===== src/infix_formula_calculator_top_assert.svh =====
// Assertion helpers for the calculator block.
`ifndef INFIX_FORMULA_CALCULATOR_TOP_ASSERT_SVH
`define INFIX_FORMULA_CALCULATOR_TOP_ASSERT_SVH

// Check that a condition implies a consequence in the same cycle.
`define IFC_ASSERT_IMP(lbl, clk, rst_n, cond, cons) \
  lbl: assert property (@(posedge clk) disable iff (!rst_n) (cond) |-> (cons)) \
    else $error("assertion failed");

// Check that a condition implies a consequence in the next cycle.
`define IFC_ASSERT_NEXT(lbl, clk, rst_n, cond, cons) \
  lbl: assert property (@(posedge clk) disable iff (!rst_n) (cond) |=> (cons)) \
    else $error("assertion failed");

`endif


===== src/ifc_pkg.sv =====
package ifc_pkg;

  typedef enum logic [1:0] {
    OP_ADD = 2'd0,
    OP_SUB = 2'd1,
    OP_MUL = 2'd2,
    OP_DIV = 2'd3
  } op_e;

  typedef enum logic [1:0] {
    ST_OK      = 2'd0,
    ST_BADOP   = 2'd1,
    ST_DIVZERO = 2'd2,
    ST_RSVD    = 2'd3
  } status_e;

  localparam logic [7:0] CharZero  = 8'h30;
  localparam logic [7:0] CharNine  = 8'h39;
  localparam logic [7:0] CharPlus  = 8'h2B;
  localparam logic [7:0] CharMinus = 8'h2D;
  localparam logic [7:0] CharStar  = 8'h2A;
  localparam logic [7:0] CharSlash = 8'h2F;

endpackage


===== src/ifc_intf.sv =====
interface ifc_in_if;
  logic       valid;
  logic       ready;
  logic [7:0] char_code;
  logic       end_of_line;
  modport source (output valid, char_code, end_of_line, input ready);
  modport sink (input valid, char_code, end_of_line, output ready);
endinterface

interface ifc_out_if;
  logic               valid;
  logic               ready;
  logic signed [31:0] value;
  logic [1:0]         status;
  logic signed [31:0] left_operand;
  logic signed [31:0] right_operand;
  logic [1:0]         operation;
  modport source (output valid, value, status, left_operand, right_operand, operation,
                  input ready);
  modport sink (input valid, value, status, left_operand, right_operand, operation,
                output ready);
endinterface


===== src/ifc_front.sv =====
module ifc_front
  import ifc_pkg::*;
#(
  parameter int unsigned W = 32
) (
  input  logic         clk_i,
  input  logic         rst_ni,
  input  logic         in_valid_i,
  output logic         in_ready_o,
  input  logic [7:0]   char_code_i,
  input  logic         end_of_line_i,
  output logic         job_valid_o,
  input  logic         job_ready_i,
  output logic [W-1:0] job_a_o,
  output logic [W-1:0] job_b_o,
  output op_e          job_op_o,
  output logic         job_bad_o
);

  typedef enum logic [3:0] {
    PH_FIRST  = 4'b0001,
    PH_SECOND = 4'b0010,
    PH_TAIL   = 4'b0100,
    PH_ERROR  = 4'b1000
  } phase_e;

  phase_e       phase_q, phase_d;
  logic [W-1:0] a_q, a_d, b_q, b_d;
  op_e          op_q, op_d;
  logic         digit, is_op;
  op_e          code;
  logic [W-1:0] dval;
  logic         fire;

  assign in_ready_o  = job_ready_i;
  assign fire        = in_valid_i && in_ready_o;
  assign digit       = (char_code_i >= CharZero) && (char_code_i <= CharNine);
  assign dval        = W'(char_code_i - CharZero);

  always_comb begin
    is_op = 1'b1;
    code  = OP_ADD;
    unique case (char_code_i)
      CharPlus:  code = OP_ADD;
      CharMinus: code = OP_SUB;
      CharStar:  code = OP_MUL;
      CharSlash: code = OP_DIV;
      default:   is_op = 1'b0;
    endcase
  end

  always_comb begin
    phase_d = phase_q;
    a_d     = a_q;
    b_d     = b_q;
    op_d    = op_q;
    unique case (phase_q)
      PH_FIRST: begin
        if (digit) a_d = W'({a_q, 3'b0} + {a_q, 1'b0} + dval);
        else if (is_op) begin
          op_d    = code;
          phase_d = PH_SECOND;
        end else phase_d = PH_ERROR;
      end
      PH_SECOND: begin
        if (digit) b_d = W'({b_q, 3'b0} + {b_q, 1'b0} + dval);
        else phase_d = PH_TAIL;
      end
      default: ;
    endcase
  end

  // The job carries the state after this byte; the back end does the math.
  assign job_valid_o = fire && end_of_line_i;
  assign job_a_o     = a_d;
  assign job_bad_o   = (phase_d == PH_ERROR) || (phase_d == PH_FIRST);
  assign job_b_o     = job_bad_o ? '0 : b_d;
  assign job_op_o    = job_bad_o ? OP_ADD : op_d;

  always_ff @(posedge clk_i or negedge rst_ni) begin
    if (!rst_ni) begin
      phase_q <= PH_FIRST;
      a_q     <= '0;
      b_q     <= '0;
      op_q    <= OP_ADD;
    end else if (fire) begin
      if (end_of_line_i) begin
        phase_q <= PH_FIRST;
        a_q     <= '0;
        b_q     <= '0;
        op_q    <= OP_ADD;
      end else begin
        phase_q <= phase_d;
        a_q     <= a_d;
        b_q     <= b_d;
        op_q    <= op_d;
      end
    end
  end

endmodule


===== src/ifc_queue.sv =====
module ifc_queue #(
  parameter int unsigned DW = 8
) (
  input  logic          clk_i,
  input  logic          rst_ni,
  input  logic          wr_valid_i,
  output logic          wr_ready_o,
  input  logic [DW-1:0] wr_data_i,
  output logic          rd_valid_o,
  input  logic          rd_ready_i,
  output logic [DW-1:0] rd_data_o
);

  logic [DW-1:0] mem_q [2];
  logic          wp_q, rp_q;
  logic [1:0]    cnt_q;
  logic          wr, rd;

  assign wr_ready_o = cnt_q != 2'd2;
  assign rd_valid_o = cnt_q != 2'd0;
  assign wr         = wr_valid_i && wr_ready_o;
  assign rd         = rd_valid_o && rd_ready_i;
  assign rd_data_o  = mem_q[rp_q];

  always_ff @(posedge clk_i) begin
    if (wr) mem_q[wp_q] <= wr_data_i;
  end

  always_ff @(posedge clk_i or negedge rst_ni) begin
    if (!rst_ni) begin
      wp_q  <= 1'b0;
      rp_q  <= 1'b0;
      cnt_q <= 2'd0;
    end else begin
      if (wr) wp_q <= ~wp_q;
      if (rd) rp_q <= ~rp_q;
      cnt_q <= cnt_q + {1'b0, wr} - {1'b0, rd};
    end
  end

endmodule


===== src/ifc_back.sv =====
module ifc_back
  import ifc_pkg::*;
#(
  parameter int unsigned W = 32
) (
  input  logic         clk_i,
  input  logic         rst_ni,
  input  logic         job_valid_i,
  output logic         job_ready_o,
  input  logic [W-1:0] job_a_i,
  input  logic [W-1:0] job_b_i,
  input  op_e          job_op_i,
  input  logic         job_bad_i,
  output logic         res_valid_o,
  input  logic         res_ready_i,
  output logic [W-1:0] res_value_o,
  output status_e      res_status_o,
  output logic [W-1:0] res_a_o,
  output logic [W-1:0] res_b_o,
  output op_e          res_op_o
);

  `include "infix_formula_calculator_top_assert.svh"

  localparam int unsigned CW = $clog2(W + 1);

  typedef enum logic [2:0] {
    S_IDLE = 3'b001,
    S_DIV  = 3'b010,
    S_OUT  = 3'b100
  } state_e;

  state_e          state_q;
  logic [W-1:0]    a_q, b_q, val_q, rem_q, quo_q, dvs_q;
  op_e             op_q;
  status_e         st_q;
  logic            neg_q;
  logic [CW-1:0]   cnt_q;
  logic [W-1:0]    ma, mb, sum;
  logic [2*W-1:0]  prod;
  logic [W:0]      trial;
  logic [W-1:0]    rsh;

  assign job_ready_o = state_q == S_IDLE;
  assign res_valid_o = state_q == S_OUT;
  assign res_value_o = val_q;
  assign res_status_o = st_q;
  assign res_a_o     = a_q;
  assign res_b_o     = b_q;
  assign res_op_o    = op_q;

  assign ma    = job_a_i[W-1] ? W'(-job_a_i) : job_a_i;
  assign mb    = job_b_i[W-1] ? W'(-job_b_i) : job_b_i;
  assign prod  = job_a_i * job_b_i;
  assign sum   = (job_op_i == OP_SUB) ? W'(job_a_i - job_b_i) : W'(job_a_i + job_b_i);
  // One restoring step: shift in the next dividend bit and try the divisor.
  assign rsh   = {rem_q[W-2:0], quo_q[W-1]};
  assign trial = {rem_q, quo_q[W-1]} - {1'b0, dvs_q};

  always_ff @(posedge clk_i) begin
    if (job_valid_i && job_ready_o) begin
      a_q   <= job_a_i;
      b_q   <= job_b_i;
      op_q  <= job_op_i;
      neg_q <= job_a_i[W-1] ^ job_b_i[W-1];
      rem_q <= '0;
      quo_q <= ma;
      dvs_q <= mb;
      val_q <= '0;
      st_q  <= ST_OK;
      if (job_bad_i) st_q <= ST_BADOP;
      else if (job_op_i == OP_MUL) val_q <= prod[W-1:0];
      else if (job_op_i == OP_DIV) begin
        if (job_b_i == '0) st_q <= ST_DIVZERO;
      end else val_q <= sum;
    end else if (state_q == S_DIV) begin
      if (!trial[W]) begin
        rem_q <= trial[W-1:0];
        quo_q <= {quo_q[W-2:0], 1'b1};
      end else begin
        rem_q <= rsh;
        quo_q <= {quo_q[W-2:0], 1'b0};
      end
      if (cnt_q == CW'(1)) begin
        if (!trial[W]) val_q <= neg_q ? W'(-{quo_q[W-2:0], 1'b1}) : {quo_q[W-2:0], 1'b1};
        else val_q <= neg_q ? W'(-{quo_q[W-2:0], 1'b0}) : {quo_q[W-2:0], 1'b0};
      end
    end
  end

  always_ff @(posedge clk_i or negedge rst_ni) begin
    if (!rst_ni) begin
      state_q <= S_IDLE;
      cnt_q   <= '0;
    end else begin
      unique case (state_q)
        S_IDLE: if (job_valid_i) begin
          if (!job_bad_i && job_op_i == OP_DIV && job_b_i != '0) begin
            state_q <= S_DIV;
            cnt_q   <= CW'(W);
          end else state_q <= S_OUT;
        end
        S_DIV: begin
          cnt_q <= cnt_q - CW'(1);
          if (cnt_q == CW'(1)) state_q <= S_OUT;
        end
        S_OUT: if (res_ready_i) state_q <= S_IDLE;
        default: state_q <= S_IDLE;
      endcase
    end
  end

  `IFC_ASSERT_IMP(a_div_cnt, clk_i, rst_ni, state_q == S_DIV, cnt_q != '0)
  `IFC_ASSERT_IMP(a_err_zero, clk_i, rst_ni, res_valid_o && st_q != ST_OK, val_q == '0)
  `IFC_ASSERT_NEXT(a_div_done, clk_i, rst_ni, state_q == S_DIV && cnt_q == CW'(1),
                   state_q == S_OUT)

endmodule


===== src/infix_formula_calculator_top.sv =====
// Two-operand decimal infix calculator ("12+34", "7/-" ...).
// Input channel in_if: one ASCII byte per beat in char_code, with end_of_line
// marking the last byte of a formula. Output channel out_if: one beat per
// formula carrying value, status (ok, bad operator, divide by zero), both
// operands as parsed and the operation code.
// Rate: the front parser takes one byte per cycle while the queue has room.
// A formula end hands a job through a two-entry queue to the back end, which
// computes add, subtract, multiply or error results as it takes the job, or
// runs a restoring divide (one quotient bit per cycle), then shows the result.
// Reset clears the parser to "reading first number", empties the queue and
// idles the back end. When the receiver stalls, the result holds on the
// output; the queue fills and the front then stops taking bytes.
module infix_formula_calculator_top
  import ifc_pkg::*;
#(
  parameter int unsigned VALUE_WIDTH = 32
) (
  input logic      clk_i,
  input logic      rst_ni,
  ifc_in_if.sink   in_if,
  ifc_out_if.source out_if
);

  localparam int unsigned W  = VALUE_WIDTH;
  localparam int unsigned DW = 2 * W + 3;

  logic         f_valid, f_ready, b_valid, b_ready, r_valid;
  logic [W-1:0] f_a, f_b, b_a, b_b;
  op_e          f_op, b_op, r_op;
  logic         f_bad, b_bad;
  logic [DW-1:0] q_in, q_out;
  logic [W-1:0] r_val, r_a, r_b;
  status_e      r_st;

  ifc_front #(.W(W)) u_front (
    .clk_i, .rst_ni,
    .in_valid_i(in_if.valid), .in_ready_o(in_if.ready),
    .char_code_i(in_if.char_code), .end_of_line_i(in_if.end_of_line),
    .job_valid_o(f_valid), .job_ready_i(f_ready),
    .job_a_o(f_a), .job_b_o(f_b), .job_op_o(f_op), .job_bad_o(f_bad)
  );

  assign q_in = {f_a, f_b, f_op, f_bad};

  ifc_queue #(.DW(DW)) u_queue (
    .clk_i, .rst_ni,
    .wr_valid_i(f_valid), .wr_ready_o(f_ready), .wr_data_i(q_in),
    .rd_valid_o(b_valid), .rd_ready_i(b_ready), .rd_data_o(q_out)
  );

  assign b_a   = q_out[DW-1 -: W];
  assign b_b   = q_out[W+2 -: W];
  assign b_op  = op_e'(q_out[2:1]);
  assign b_bad = q_out[0];

  ifc_back #(.W(W)) u_back (
    .clk_i, .rst_ni,
    .job_valid_i(b_valid), .job_ready_o(b_ready),
    .job_a_i(b_a), .job_b_i(b_b), .job_op_i(b_op), .job_bad_i(b_bad),
    .res_valid_o(r_valid), .res_ready_i(out_if.ready),
    .res_value_o(r_val), .res_status_o(r_st), .res_a_o(r_a), .res_b_o(r_b),
    .res_op_o(r_op)
  );

  // Words are VALUE_WIDTH bits wide; zero-extend or truncate to the 32-bit fields.
  assign out_if.valid         = r_valid;
  assign out_if.value         = 32'(r_val);
  assign out_if.status        = r_st;
  assign out_if.left_operand  = 32'(r_a);
  assign out_if.right_operand = 32'(r_b);
  assign out_if.operation     = r_op;

endmodule


===== src/flat_wrapper.sv =====
// flat-port wrapper written by rule: the top's interface ports become plain ports
module infix_formula_calculator_top_flat import ifc_pkg::*;
#(
  parameter int unsigned VALUE_WIDTH = 32
)
  (clk_i, rst_ni, in_if_valid, in_if_char_code, in_if_end_of_line, in_if_ready, out_if_valid, out_if_value, out_if_status, out_if_left_operand, out_if_right_operand, out_if_operation, out_if_ready);
  ifc_in_if in_if_i ();
  ifc_out_if out_if_i ();
  input logic clk_i;
  input logic rst_ni;
  input wire logic [$bits(in_if_i.valid)-1:0] in_if_valid;
  input wire logic [$bits(in_if_i.char_code)-1:0] in_if_char_code;
  input wire logic [$bits(in_if_i.end_of_line)-1:0] in_if_end_of_line;
  output wire logic [$bits(in_if_i.ready)-1:0] in_if_ready;
  output wire logic [$bits(out_if_i.valid)-1:0] out_if_valid;
  output wire logic [$bits(out_if_i.value)-1:0] out_if_value;
  output wire logic [$bits(out_if_i.status)-1:0] out_if_status;
  output wire logic [$bits(out_if_i.left_operand)-1:0] out_if_left_operand;
  output wire logic [$bits(out_if_i.right_operand)-1:0] out_if_right_operand;
  output wire logic [$bits(out_if_i.operation)-1:0] out_if_operation;
  input wire logic [$bits(out_if_i.ready)-1:0] out_if_ready;
  assign in_if_i.valid = in_if_valid;
  assign in_if_i.char_code = in_if_char_code;
  assign in_if_i.end_of_line = in_if_end_of_line;
  assign in_if_ready = in_if_i.ready;
  assign out_if_valid = out_if_i.valid;
  assign out_if_value = out_if_i.value;
  assign out_if_status = out_if_i.status;
  assign out_if_left_operand = out_if_i.left_operand;
  assign out_if_right_operand = out_if_i.right_operand;
  assign out_if_operation = out_if_i.operation;
  assign out_if_i.ready = out_if_ready;
  infix_formula_calculator_top #(.VALUE_WIDTH(VALUE_WIDTH)) u_core (.clk_i(clk_i), .rst_ni(rst_ni), .in_if(in_if_i), .out_if(out_if_i));
endmodule

===== config.mk =====
export PLATFORM = sky130hd
export DESIGN_NAME = infix_formula_calculator_top_flat
export DESIGN_NICKNAME = d
export VERILOG_FILES = /design/src/ifc_pkg.sv /design/src/ifc_intf.sv /design/src/ifc_front.sv /design/src/ifc_queue.sv /design/src/ifc_back.sv /design/src/infix_formula_calculator_top.sv /design/src/flat_wrapper.sv
export VERILOG_INCLUDE_DIRS = /design/src /design/src/src
export SDC_FILE = /design/constraint.sdc
export NUM_CORES = 2
export LEC_CHECK = 0
export BUFFER_PORTS_ARGS = -buffer_cell sky130_fd_sc_hd__buf_4
export CAP_MARGIN = 20
export CORE_MARGIN = 5
export CORE_UTILIZATION = 50
export CTS_CLUSTER_DIAMETER = 30
export CTS_CLUSTER_SIZE = 12
export DETAILED_ROUTE_END_ITERATION = 8
export PLACE_DENSITY = 0.66
export SETUP_SLACK_MARGIN = 0.3
export SLEW_MARGIN = 10
export SYNTH_ARGS = -nofsm -noshare
export SYNTH_HDL_FRONTEND = slang
export SYNTH_SLANG_ARGS = --single-unit

===== constraint.sdc =====
create_clock -name clk_i -period 9.15 [get_ports clk_i]
set_input_delay 1.3725 -clock clk_i [delete_from_list [all_inputs] [get_ports clk_i]]
set_output_delay 1.3725 -clock clk_i [all_outputs]
set_load 0.005 [all_outputs]

# Word-level counts from Yosys, hierarchy flattened

Memory sizes are Yosys's and may differ from the RTL's.
Index checks and enable logic that the tools add are counted.

Bits in writable memories: 134
Memories: 1
Register bits: 280
Output and inout port bits: 102
Word-level logic and storage cells: 131
Bits of input ports: 13

Memory list:

| memory               | words | width | read ports | clocked after memory_dff | write ports | RTL line        | RTL |
|---|---|---|---|---|---|---|---|
| u_core.u_queue.mem_q | 2     | 67    | 1          | 0                        | 1           | ifc_queue.sv:14 | `logic [DW-1:0] mem_q [2];` |

Bitwise gates (word level): 4
Equality and inequality tests: 20
Reductions and logical operators: 20
Multipliers: 1
Mux-type cells: 48
Magnitude comparators: 2
Add/sub/neg operators: 15

Operator list:

| operator                                                              | number |
|---|---|
| 32-bit 2-to-1 mux                                                     | 21 |
| 32-bit adder                                                          | 5 |
| 32-bit negation                                                       | 4 |
| 33-bit by 32-bit subtractor with 33-bit output                        | 1 |
| 8-bit by 6-bit == test with 1-bit output, second input constant       | 4 |
| 32-bit logical NOT                                                    | 1 |
| 32-bit by 32-bit multiplier with 32-bit output                        | 1 |
| 32-bit nonzero test                                                   | 1 |
| 32-bit subtractor                                                     | 1 |
| 31-bit 2-to-1 mux                                                     | 1 |
| 4-bit 2-to-1 mux                                                      | 4 |
| 2-bit 2-to-1 mux                                                      | 6 |
| 3-bit 2-to-1 mux                                                      | 4 |
| 6-bit 2-to-1 mux                                                      | 2 |
| 6-bit case mux with 2 select lines                                    | 1 |
| 3-bit case mux with 3 select lines                                    | 1 |
| 8-bit by 6-bit subtractor with 9-bit output, second input constant    | 1 |
| 4-bit by 1-bit == test with 1-bit output, second input constant       | 2 |
| 8-bit by 6-bit >= comparator with 1-bit output, second input constant | 1 |
| 8-bit by 6-bit <= comparator with 1-bit output, second input constant | 1 |
| 4-bit case mux with 2 select lines                                    | 1 |
| 2-bit nonzero test                                                    | 4 |
| 1-bit logical AND                                                     | 7 |
| 6-bit by 1-bit == test with 1-bit output, second input constant       | 1 |
| other kinds (22)                                                      | 34 |

# Logic depth before layout (Yosys ltp)

Word-level depth: 9
Depth in mapped cells: 34
Gate-level depth less buffers: 27

# Hierarchy

Synthesis repeated with hierarchy kept, for this count alone.

Cells, all modules: 4327
Area total of the unflattened synthesis: 42245.5 um2

Modules (own cells, without submodules):

| module    | times used | area an instance (um2) | sequential area each (um2) | cells each |
|---|---|---|---|---|
| ifc_back  | 1          | 28900.2                | 5791.8                     | 3142 |
| ifc_front | 1          | 8222.9                 | 1752.9                     | 959 |
| ifc_queue | 1          | 5122.4                 | 4124.0                     | 226 |

# Worst setup path after synthesis

Ideal clock, no wire load.

Kind: input-to-reg
Start: input in_if_char_code[4]
End: memory u_core.u_queue.mem_q[0][66] in the netlist's numbering, data pin
Path buffers: 0
Arrival time: 9.493 ns
Library setup time: 0.277 ns
Path slack: -0.619 ns
Data required time: 8.873 ns
Cell stages on the path: 12
Cells stage by stage: ha_1 nor3_1 fa_1 ha_1 or3_1 a21o_1 a2111oi_0 o21a_1 nor4_1 o41ai_1 xor2_1 o21ai_0

Longest elaborated chain between the ends: 4
Elaborated cells between the ends (all ways): 7
Those cells by class: add/sub: 2; order compare: 2; mux: 2; reduce/logical: 1

RTL lines:

| element                                                                   | RTL line                           | RTL |
|---|---|---|
| start, declared                                                           | flat_wrapper.sv:12                 | `input wire logic [$bits(in_if_i.char_code)-1:0] in_if_char_code;` |
| 8-bit by 6-bit subtractor with 9-bit output, or another cell as far along | ifc_front.sv:38                    | `assign dval = W'(char_code_i - CharZero);` |
| 32-bit adder / 1-bit logical AND (equally long branches)                  | ifc_front.sv:59, ifc_front.sv:37   |  |
| 32-bit 2-to-1 mux *                                                       | ifc_front.sv:59                    | `if (digit) a_d = W'({a_q, 3'b0} + {a_q, 1'b0} + dval);` |
| 32-bit 2-to-1 mux *                                                       | ifc_front.sv:57                    | `unique case (phase_q)` |
| via u_core.f_a[31]                                                        | infix_formula_calculator_top.sv:28 | `logic [W-1:0] f_a, f_b, b_a, b_b;` |
| end, declared                                                             | ifc_queue.sv:14                    |  |

Mark *: on every way through the listed nets, which the timed path passes. The rest lies on a longest branch.

# Worst setup path after layout

Start: register u_core.u_queue.rp_q
End: register u_core.u_back.val_q[28] (netlist: u_core.u_back.res_value_o[28]), data pin

Longest elaborated chain between the ends: 7
Elaborated cells between the ends (all ways): 12
Those cells by class: add/sub: 2; mul: 1; eq/ne: 3; mux: 5; memory: 1

RTL lines:

| element                                                                                | RTL line                           | RTL |
|---|---|---|
| start, declared                                                                        | ifc_queue.sv:15                    | `logic wp_q, rp_q;` |
| start signal, assigned                                                                 | ifc_queue.sv:36                    | `if (rd) rp_q <= ~rp_q;` |
| memory read 2 x 67 bit *                                                               | --                                 |  |
| via u_core.q_out[52]                                                                   | infix_formula_calculator_top.sv:31 | `logic [DW-1:0] q_in, q_out;` |
| branches (longest 3 deep; another with 32-bit by 32-bit multiplier with 32-bit output) | --                                 |  |
| 32-bit 2-to-1 mux *                                                                    | ifc_back.sv:72                     | `else if (job_op_i == OP_MUL) val_q <= prod[W-1:0];` |
| 32-bit 2-to-1 mux *                                                                    | ifc_back.sv:71                     | `if (job_bad_i) st_q <= ST_BADOP;` |
| 32-bit 2-to-1 mux *                                                                    | ifc_back.sv:61                     | `if (job_valid_i && job_ready_o) begin` |
| end signal, assigned                                                                   | ifc_back.sv:72                     |  |
| end signal, assigned                                                                   | ifc_back.sv:75                     | `end else val_q <= sum;` |
| end signal, assigned                                                                   | ifc_back.sv:85                     | `if (!trial[W]) val_q <= neg_q ? W'(-{quo_q[W-2:0], 1'b1}) : {quo_q[W-2:0], 1'b1};` |
| end, declared                                                                          | ifc_back.sv:34                     | `logic [W-1:0] a_q, b_q, val_q, rem_q, quo_q, dvs_q;` |

Mark *: on every way through the listed nets, which the timed path passes.
A chain may end at the register's enable or synchronous reset.

==> results.cfg <==
[drt]
first_pass_iters = 5
via_per_inst = 5.812
drc = 0
wl_um = 129100
first_iter_violations = 3009
antenna_left = 0
wire_per_inst_um = 22.90
vias = 32760

[clock_tree]
clockBufferDepth = 3
clk_latency_ns = 0.66
path_clk_slew_ns = 0.05
cts_buffers = 99
cts_tree = yes
cts_sinks = 413
cts_root_buf = clkbuf_16
h-tree-depth = 3
ctsHoldBuffers = 0

[setup_path]
crit_fanout = 16
slowest_stage = clkinv_1
worstPathArrival_ns = 8.92
cp.required_ns = 9.52
crit_path_start_kind = flop
crit_path_end = u_core.u_back.res_value_o[28]
critPathMaxStageDelay_ns = 0.68
rrSetupSlack_ns = 0.60
crit_type = flop to flop
cp_common_cell = fa_1
worstPathCellList = mux2i_1, buf_4, clkinv_1, nand2_1, fa_1, fa_1, fa_1, inv_1, fa_1, inv_1, fa_1, inv_1, fa_1, fa_1, ha_1, nor2b_1, a2111oi_0, a21o_1, a31o_2, o21ai_0, nand2_1, and3_1, o21ai_0, o2111ai_1
reg2reg_depth = 24
endpoint_kind = flop
cp-startpoint = u_core.u_queue.rp_q
r2r_start = u_core.u_queue.rp_q
reg2reg_to = u_core.u_back.res_value_o[28]

[timing]
slew_headroom = 0.2701
worst_pin_slew_ns = 1.095
finalCriticalPeriod_ns = 8.547
setup_tns_ns = 0
post-route-period-util = 0.9341
hold_ws_ns = 0.4818
rsz0062_at_grt = false
finalMaxSlewViolations = 0
final-setup-viol-count = 0
hold_viol = 0
max_freq_mhz = 117.0
finClkSkew_ns = 0.03319

[placed_design]
dp_hpwl_um = 98560
gp_congestion = 1.006
portBuffers = 114

[layout]
layout_common_cells = inv_1, nor2_1, nand2_1, fa_1, edfxtp_1
synthToLayoutAreaGrowth_pct = 14.99
nFillCells = 7219
final_layout_size_suffix_gt1_frac = 0.1091
final_nets = 5219
layout_commonest_cell = inv_1

[floorplan]
dieArea_um2 = 87850
die_height_um = 296.4
rows = 105
start_util = 0.5019
die_x_um = 296.4
io_pins = 115
coreArea_um2 = 81720

[logic_synthesis]
ys_ff_latch = 413
synthArstFlopShare = 0.2010
synth_compound_area_frac = 0.1215
syn_area_um2 = 41010
seq_area_frac_synth = 0.2845
ys_types = 90
synth_top_area_frac = 0.2284
synth_top_cell_by_area = fa_1
synth_mux_area_frac = 0.02160
synth_cells = 4303
syn_avg_cell_area_um2 = 9.531
synthSimpleGateAreaFrac = 0.1325
ys_warn_count = 0
syn_nets = 5042
synth_xor_area_frac = 0.06590
synth_top_family_by_area = adder cells
ys.flop_type = edfxtp_1
synth_area_leaders = fa_1, edfxtp_1, ha_1
synthAdderAreaFrac = 0.3072
synth_edf_count = 298

[flow_run]
cap_violations = 0

[global_route]
grt_pass1_vias = 32780
grt.total_usage = 0.2943
grt_pass1_wl_um = 196500
antenna_found_initial = 2
grt_max_degree = 82
grt_overflow_total = 0

[min_path]
hold_path.class = flop to flop

[run_status]
run_status = finished, final reports clean
[worst max-delay path: cells and delay by family (launching register included)]
family	cells	cell delay [ns]
fa+ha+maj	8	3.80
compound gates	6	1.48
buf+inv	5	1.10
simple gates	4	0.95
flops	1	0.65
mux	1	0.25
[cell usage after synthesis (all sizes together) (26+ instances only)]
library cell	count
dfxtp	32
xnor2	228
nor3	57
fa	468
a21o	75
o22ai	26
a22o	41
nor2	513
inv	525
mux2i	76
xor2	78
clkbuf	149
ha	258
o21a	35
nand2	491
nand3	54
a21oi	191
o21ai	206
dfrtp	81
edfxtp	298
[cell type report]
cell class | count | area (µm²) | share of cell area
multi-input cells | 3170 | 26790 | 0.5681
clock buffers | 120 | 2597 | 0.05508
repair buffers | 246 | 1879 | 0.03985
well taps | 1070 | 1339 | 0.02839
inverters | 550 | 2085 | 0.04420
flip-flops and latches | 413 | 11670 | 0.2475
diodes | 2 | 5.005 | 0.0001061
clock inverters | 65 | 788.3 | 0.01672
[kinds of logic after synthesis]
logic type      count (synthesis)
simple gates                 1275
compound gates                777
flops                         413
mux                            85
xor+xnor                      307
buf+inv                       720
fa+ha+maj                     726
[per-layer routing]
metal | up-vias | part of all wire | GRT usage
met5 | - | 0 | 0
met4 | 0 | 0.058 | 0.1474
met3 | 354 | 0.098 | 0.06219
met2 | 1541 | 0.44 | 0.4478
met1 | 16130 | 0.40 | 0.4034
li1 | 14730 | - | -
[per-stage QoR]
step / std cells / setup slack [ns] / util / cell area [µm²]
final: 5636 / 0.6034 / 0.5771 / 47160
after global routing: 5634 / 0.3083 / 0.5770 / 47150
after CTS: 5625 / 0.4895 / 0.5757 / 47040
after detailed placement: 5440 / 0.4759 / 0.5342 / 43660
after global placement: 5440 / 0.6691 / 0.5342 / 43660
after floorplan: 4303 / 0.7100 / - / 41020
[flip-flops by register name, summed over array words and instances, names as in the netlist]
signal,flops
u_core.u_queue.mem_q,134
u_core.u_back.quo_q,32
u_core.u_back.rem_q,32
u_core.u_back.res_a_o,32
u_core.u_back.res_b_o,32
u_core.u_back.res_value_o,32
u_core.u_front.a_q,32
u_core.u_front.b_q,32
u_core.u_back.dvs_q,31
u_core.u_back.cnt_q,6
u_core.u_front.phase_q,4
u_core.u_back.state_q,3
u_core.u_back.res_op_o,2
u_core.u_back.res_status_o,2
u_core.u_front.op_q,2
u_core.u_queue.cnt_q,2
u_core.u_back.neg_q,1
u_core.u_queue.rp_q,1
u_core.u_queue.wp_q,1
[repair_timing]
action	CTS	global route
setup endpoints to repair	0	4
gates resized for setup	0	5
buffers inserted	0	8
[worst min path at each step]
stage / start / endpoint / slack [ns] / depth (start not counted)
after floorplan: u_core.u_front.op_q[1] / u_core.u_front.op_q[1] / 0.44 / 2
after global placement: u_core.u_front.op_q[1] / u_core.u_front.op_q[1] / 0.47 / 2
after detailed placement: u_core.u_back.rem_q[3] / u_core.u_back.rem_q[3] / 0.48 / 2
after CTS: u_core.u_back.rem_q[3] / u_core.u_back.rem_q[3] / 0.49 / 2
after global routing: u_core.u_front.op_q[0] / u_core.u_front.op_q[0] / 0.51 / 1
final: u_core.u_front.op_q[1] / u_core.u_front.op_q[1] / 0.48 / 2
Power is not shown: default switching activity piles up to over one toggle a cycle in this logic, so the estimate is an artifact.
